<file path="src/hw/rtl/mesf_pkg.sv">
package mesf_pkg;

  // Frame geometry and configuration
  localparam int DIM_W   = 12;
  localparam int LIMIT_W = 16;
  localparam int SUM_W   = 38;

  localparam int CFG_IDX_W  = 2;
  localparam int CFG_DATA_W = 16;

  localparam logic [CFG_IDX_W-1:0] CFG_FRAME_WIDTH     = 2'd0;
  localparam logic [CFG_IDX_W-1:0] CFG_FRAME_HEIGHT    = 2'd1;
  localparam logic [CFG_IDX_W-1:0] CFG_ITERATION_LIMIT = 2'd2;

  localparam logic [DIM_W-1:0]   RST_FRAME_WIDTH     = 12'd426;
  localparam logic [DIM_W-1:0]   RST_FRAME_HEIGHT    = 12'd240;
  localparam logic [LIMIT_W-1:0] RST_ITERATION_LIMIT = 16'd100;

  // Start queue between front and back
  localparam int QUEUE_DEPTH = 2;
  localparam int QCNT_W      = $clog2(QUEUE_DEPTH + 1);

  // Pixel to point mapping, millionths
  localparam int COORD_W = 23;
  localparam int SDIV_Q_W = 22;
  localparam int SDIV_N_W = SDIV_Q_W + DIM_W;
  localparam int SDIV_STEPS = SDIV_Q_W;
  localparam int SDIV_CNT_W = $clog2(SDIV_STEPS + 1);

  localparam logic [SDIV_Q_W-1:0] CR_SPAN = 22'd3500000;
  localparam logic [SDIV_Q_W-1:0] CI_SPAN = 22'd2000000;
  localparam logic signed [COORD_W-1:0] CR_OFS = 23'sd2500000;
  localparam logic signed [COORD_W-1:0] CI_OFS = 23'sd1000000;

  // Iteration datapath
  localparam int Z_W    = 24;
  localparam int PROD_W = 2 * Z_W;
  localparam int NUM_W  = PROD_W + 1;
  localparam int QUO_W  = 30;
  localparam int ACC_W  = 31;

  // Division by one million: a shift by six, then division by 15625 through
  // a reciprocal split into two partial products and one correction step.
  localparam int FX_SHIFT = 6;
  localparam int CDIV_M_W = PROD_W - FX_SHIFT;
  localparam int CDIV_LO_W = CDIV_M_W / 2;
  localparam int CDIV_HI_W = CDIV_M_W - CDIV_LO_W;
  localparam int RECIP_SHIFT = CDIV_M_W;
  localparam int RECIP_W = 29;
  localparam int PP_W = CDIV_HI_W + RECIP_W;
  localparam int CDIV_SUM_W = PP_W + CDIV_LO_W;
  localparam int CDIV_LAT = 5;
  localparam logic [13:0] FX_ODD = 14'd15625;
  localparam logic [RECIP_W-1:0] RECIP =
    RECIP_W'((64'd1 << RECIP_SHIFT) / 64'd15625);

  localparam logic signed [ACC_W-1:0] ESC_LIMIT = 31'sd4000000;

  typedef struct packed {
    logic [DIM_W-1:0]   frame_width;
    logic [DIM_W-1:0]   frame_height;
    logic [LIMIT_W-1:0] iteration_limit;
  } cfg_t;

  typedef struct packed {
    cfg_t cfg;
    logic pend;
  } fe_t;

  typedef enum logic [3:0] {
    BK_IDLE,
    BK_ROW,
    BK_ROW_WAIT,
    BK_PIX,
    BK_PIX_WAIT,
    BK_MUL,
    BK_DGO,
    BK_DWAIT,
    BK_PEND,
    BK_DONE
  } bk_state_t;

endpackage

</file>
<file path="src/hw/rtl/mesf_front.sv">
module mesf_front (
  input  logic                                clk,
  input  logic                                rst_n,
  input  logic                                in_tvalid,
  output logic                                in_tready,
  input  logic [7:0]                          in_tdata,   // [0] start_req
  input  logic                                cfg_valid,
  output logic                                cfg_ready,
  input  logic [mesf_pkg::CFG_IDX_W-1:0]      cfg_index,
  input  logic [mesf_pkg::CFG_DATA_W-1:0]     cfg_data,
  input  logic                                pop_i,
  output mesf_pkg::fe_t                       fe_o
);

  mesf_pkg::cfg_t                  cfg_r, cfg_nxt;
  logic [mesf_pkg::QCNT_W-1:0]     cnt_r, cnt_nxt;
  logic                            push;

  assign cfg_ready = 1'b1;
  assign in_tready = (cnt_r != mesf_pkg::QCNT_W'(mesf_pkg::QUEUE_DEPTH));

  // Words without a start request are taken and dropped here.
  assign push = in_tvalid & in_tready & in_tdata[0];

  always_comb begin
    cfg_nxt = cfg_r;
    if (cfg_valid && cfg_ready) begin
      unique case (cfg_index)
        mesf_pkg::CFG_FRAME_WIDTH:
          cfg_nxt.frame_width = cfg_data[mesf_pkg::DIM_W-1:0];
        mesf_pkg::CFG_FRAME_HEIGHT:
          cfg_nxt.frame_height = cfg_data[mesf_pkg::DIM_W-1:0];
        mesf_pkg::CFG_ITERATION_LIMIT:
          cfg_nxt.iteration_limit = cfg_data[mesf_pkg::LIMIT_W-1:0];
        default: cfg_nxt = cfg_r;
      endcase
    end
  end

  assign cnt_nxt = cnt_r + mesf_pkg::QCNT_W'(push) - mesf_pkg::QCNT_W'(pop_i);

  always_ff @(posedge clk) begin
    if (!rst_n) begin
      cfg_r.frame_width     <= mesf_pkg::RST_FRAME_WIDTH;
      cfg_r.frame_height    <= mesf_pkg::RST_FRAME_HEIGHT;
      cfg_r.iteration_limit <= mesf_pkg::RST_ITERATION_LIMIT;
      cnt_r                 <= '0;
    end else begin
      cfg_r <= cfg_nxt;
      cnt_r <= cnt_nxt;
    end
  end

  assign fe_o.cfg  = cfg_r;
  assign fe_o.pend = (cnt_r != '0);

endmodule

</file>
<file path="config.mk">
export PLATFORM = sky130hd
export DESIGN_NAME = mesf_front
export DESIGN_NICKNAME = d
export VERILOG_FILES = /design/src/hw/rtl/mesf_pkg.sv /design/src/hw/rtl/mesf_front.sv
export SDC_FILE = /design/constraint.sdc
export NUM_CORES = 1
export LEC_CHECK = 0
export ABC_CLOCK_PERIOD_IN_PS = 1500
export BUFFER_PORTS_ARGS = -buffer_cell sky130_fd_sc_hd__buf_2
export CAP_MARGIN = 20
export CORE_MARGIN = 2
export CORE_UTILIZATION = 40
export CTS_BUF_LIST = sky130_fd_sc_hd__clkbuf_4
export DETAILED_ROUTE_END_ITERATION = 8
export PLACE_DENSITY = 0.83
export SLEW_MARGIN = 20
export SYNTH_ARGS = -nofsm -noshare
export SYNTH_HDL_FRONTEND = slang
export SYNTH_SLANG_ARGS = --single-unit
</file>
<file path="constraint.sdc">
create_clock -name clk -period 1.5 [get_ports clk]
set_clock_uncertainty 0.15 [all_clocks]
set_input_delay 0.225 -clock clk [delete_from_list [all_inputs] [get_ports clk]]
set_output_delay 0.225 -clock clk [all_outputs]
set_load 0.02 [all_outputs]
</file>
==> run_results.csv <==
group,metric,value,unit
run_status,status,"complete, no violations",
sta,finalMaxSlewViolations,0,
cts,cts_tree,"done",
floorplan,die_y,69.9,um
critical_path,critical_path_class,"reg2reg",
global_routing,grt_max_degree,31,
critical_path,crit_chain,"nand2b_4 > nand3_4 > ha_4 > inv_4 > ha_4 > xnor3_1 > nor2b_1",
hold_path,min_path_type,"in2reg",
routing,firstDrtPassIters,4,
sta,setup_viol,0,
routing,wl_met1,1610,um
cts,clkSinkCount,42,
routing,drc,0,
synthesis,synth_common_cells,"43 x nand2_1, 42 x dfxtp_1, 35 x mux2i_1",
floorplan,die-area,4890,um^2
critical_path,crit_slowest_cell,"dfxtp_2",
synthesis,synth_cells,174,
critical_path,regToRegSetupSlack,20,ps
job,drv_cap,0,
sta,tightest_slew,579,ps
synthesis,synth_area,1740,um^2
routing,wl_met2,1750,um
critical_path,crit_path_end_kind,"flop",
floorplan,core-area,4090,um^2
global_routing,antenna_found_initial,0,
finish,final.fill_count,376,
sta,rsz0062_at_grt,"true",
critical_path,path_buf_inv,1,
sta,hold_violations,0,
global_routing,grt_first_pass_wirelength,6090,um
synthesis,synth-edff-count,0,
critical_path,cp_common_cell,"ha_4",
sta,period_share,0.989,
synthesis,ys_seq_area_frac,0.483,
critical_path,crit_fanout,3,
place,portBuffers,65,
routing,wirelength,3650,um
pwr,ir_worst_vdd,0.520,mV
finish,stdcell_area,2320,um^2
critical_path,cp_top_family,"adder cells",
floorplan,io_pins,74,
routing,ant_nets,0,
cts,cts_max_level,2,
synthesis,synth_seq_cells,42,
routing,met3RoutedLength,235,um
place,postPlaceCellArea,2100,um^2
sta,relSlewSlack,0.614,
synthesis,syn_avg_cell_area,10.0,um^2
synthesis,ys_warn_count,0,
global_routing,grt_overflow,0,
sta,setup_ws,16.0,ps
critical_path,startpoint_type,"flop",
synthesis,synth.distinct_cells,23,
global_routing,track_usage,0.153,
pwr,finalPower,2.20,mW
place,hpwl,2530,um
synthesis,yosys.area.top_type,"dfxtp_1",
cts,cts-root-buf,"clkbuf_4",
cts,cts_buffer_depth,2,
floorplan,die_w,69.9,um
cts,clock_latency,340,ps
place,gp_congestion,0.699,
global_routing,first_global_vias,1379,
sta,period_needed,1480,ps
finish,final_layout_size_suffix_gt1_frac,0.353,
synthesis,synth_top_cell_area_share,0.483,
floorplan,rows,23,
routing,maxUsedRoutingLayer,"met4",
cts,cts_made_buffers,5,
cts,path_clk_slew,130,ps
routing,vias,1429,
routing,drtIter0Drc,50,
finish,area_growth,33.7,%
sta,fmax,674,MHz
critical_path,max_stage_delay,360,ps
finish,diodes,0,
synthesis,synthFlopType,"dfxtp_1",
pwr,p_per_area,948,nW/um^2
synthesis,syn_nets,207,
floorplan,initial_core_util,0.426,
synthesis,synthArstFlopShare,0,
routing,wl_per_cell,12.1,um
critical_path,critical_path_arrival,1630,ps
critical_path,worstPathRequired,1640,ps
finish,nNetsFinal,284,
routing,viasPerCell,4.73,
pwr,p_leak,1.13,nW
place,place_ws,-20.9,ps
synthesis,yosysMostFrequentCell,"nand2_1",
synthesis,yosys-top-cells-area,"dfxtp_1 48%, mux2i_1 20%, nand2_1 9.3%",
layout make-up:
| type | instances | area (um^2) | share of cell area |
|---|---|---|---|
| inverters | 6 | 25.0 | 0.0108 |
| well taps | 50 | 62.6 | 0.0269 |
| multi-input cells | 112 | 838 | 0.361 |
| clock buffers | 6 | 45.0 | 0.0194 |
| repair buffers | 84 | 502 | 0.216 |
| clock inverters | 2 | 8.76 | 0.00377 |
| flip-flops and latches | 42 | 843 | 0.363 |
sequential cells by signal, summed over array words and instances, names as in the netlist:
signal and count:
fe_o 40, cnt_r 2
power by group:
group	switching, mW	internal (mW)	total, mW
Sequential	0.0320	1.17	1.20
Combinational	0.223	0.224	0.446
Clock	0.358	0.195	0.553
Total	0.613	1.59	2.20
worst reg2reg max path, delay by kind of cell (launching register included):
| family | cells | cell delay, ps |
|---|---|---|
| buffers and inverters | 1 | 40 |
| XOR/XNOR | 1 | 160 |
| adder cells (fa/ha/maj) | 2 | 420 |
| flip-flops | 1 | 360 |
| AND/OR/NAND/NOR | 3 | 300 |
timing repair:
| item | in CTS | in global routing |
|---|---|---|
| hold endpoints to repair | 17 | 0 |
| resized for setup | 5 | 6 |
| buffers inserted | 1 | 0 |
| hold buffers | 11 | 0 |
| pin swaps | 3 | 0 |
| setup endpoints to repair | 3 | 3 |
logic make-up after synthesis:
logic type | after synthesis | synth area share
mux | 35 | 0.201
compound gates | 5 | 0.0216
simple gates | 68 | 0.202
flops | 42 | 0.483
buf+inv | 20 | 0.0619
other cells | 1 | 0.00216
fa+ha+maj | 2 | 0.0144
xor+xnor | 1 | 0.0129
placed cells by master (no fill, tap or decap):
cell type       n
or2_4           1
dfxtp_2         2
dlygate4sd3_1  11
conb_1          1
or3b_1          1
nand2_1        43
nand2b_4        1
nand4b_1        2
buf_6           1
mux2i_1        35
xnor3_1         1
nor3b_2         1
buf_2          64
and3b_1         2
o211ai_1        5
and2_1          1
inv_4           1
clkbuf_4        6
ha_4            2
clkinv_2        1
nand4bb_1       3
nor2b_1        11
buf_4           8
clkinv_1        1
dfxtp_1        40
nand3_4         1
nand3b_1        1
inv_1           5
through the flow:
step	utilization	hold WS, ps	std cells	setup TNS [ps]
floorplan	-	217	174	0
global placement	0.515	291	282	0
detailed placement	0.515	293	282	-27.4
CTS	0.561	4.39	302	-68.8
global route	0.569	28.3	302	-55.7
finish	0.569	25.8	302	0
path summary, 6_finish.rpt:
kind                    start        to  cells after the start
hold / removal    cfg_data[0]   fe_o[1]                      3
setup / recovery     cnt_r[0]  cnt_r[1]                      7
setup reg to reg     cnt_r[0]  cnt_r[1]                      7
hold reg to reg      fe_o[40]  fe_o[40]                      2
per-layer routing:
layer / up-vias / track usage
met5: - / 0
met4: 0 / 0.0513
li1: 724 / -
met2: 49 / 0.265
met1: 650 / 0.179
met3: 6 / 0.0491
(Power assumes the default switching activity.)
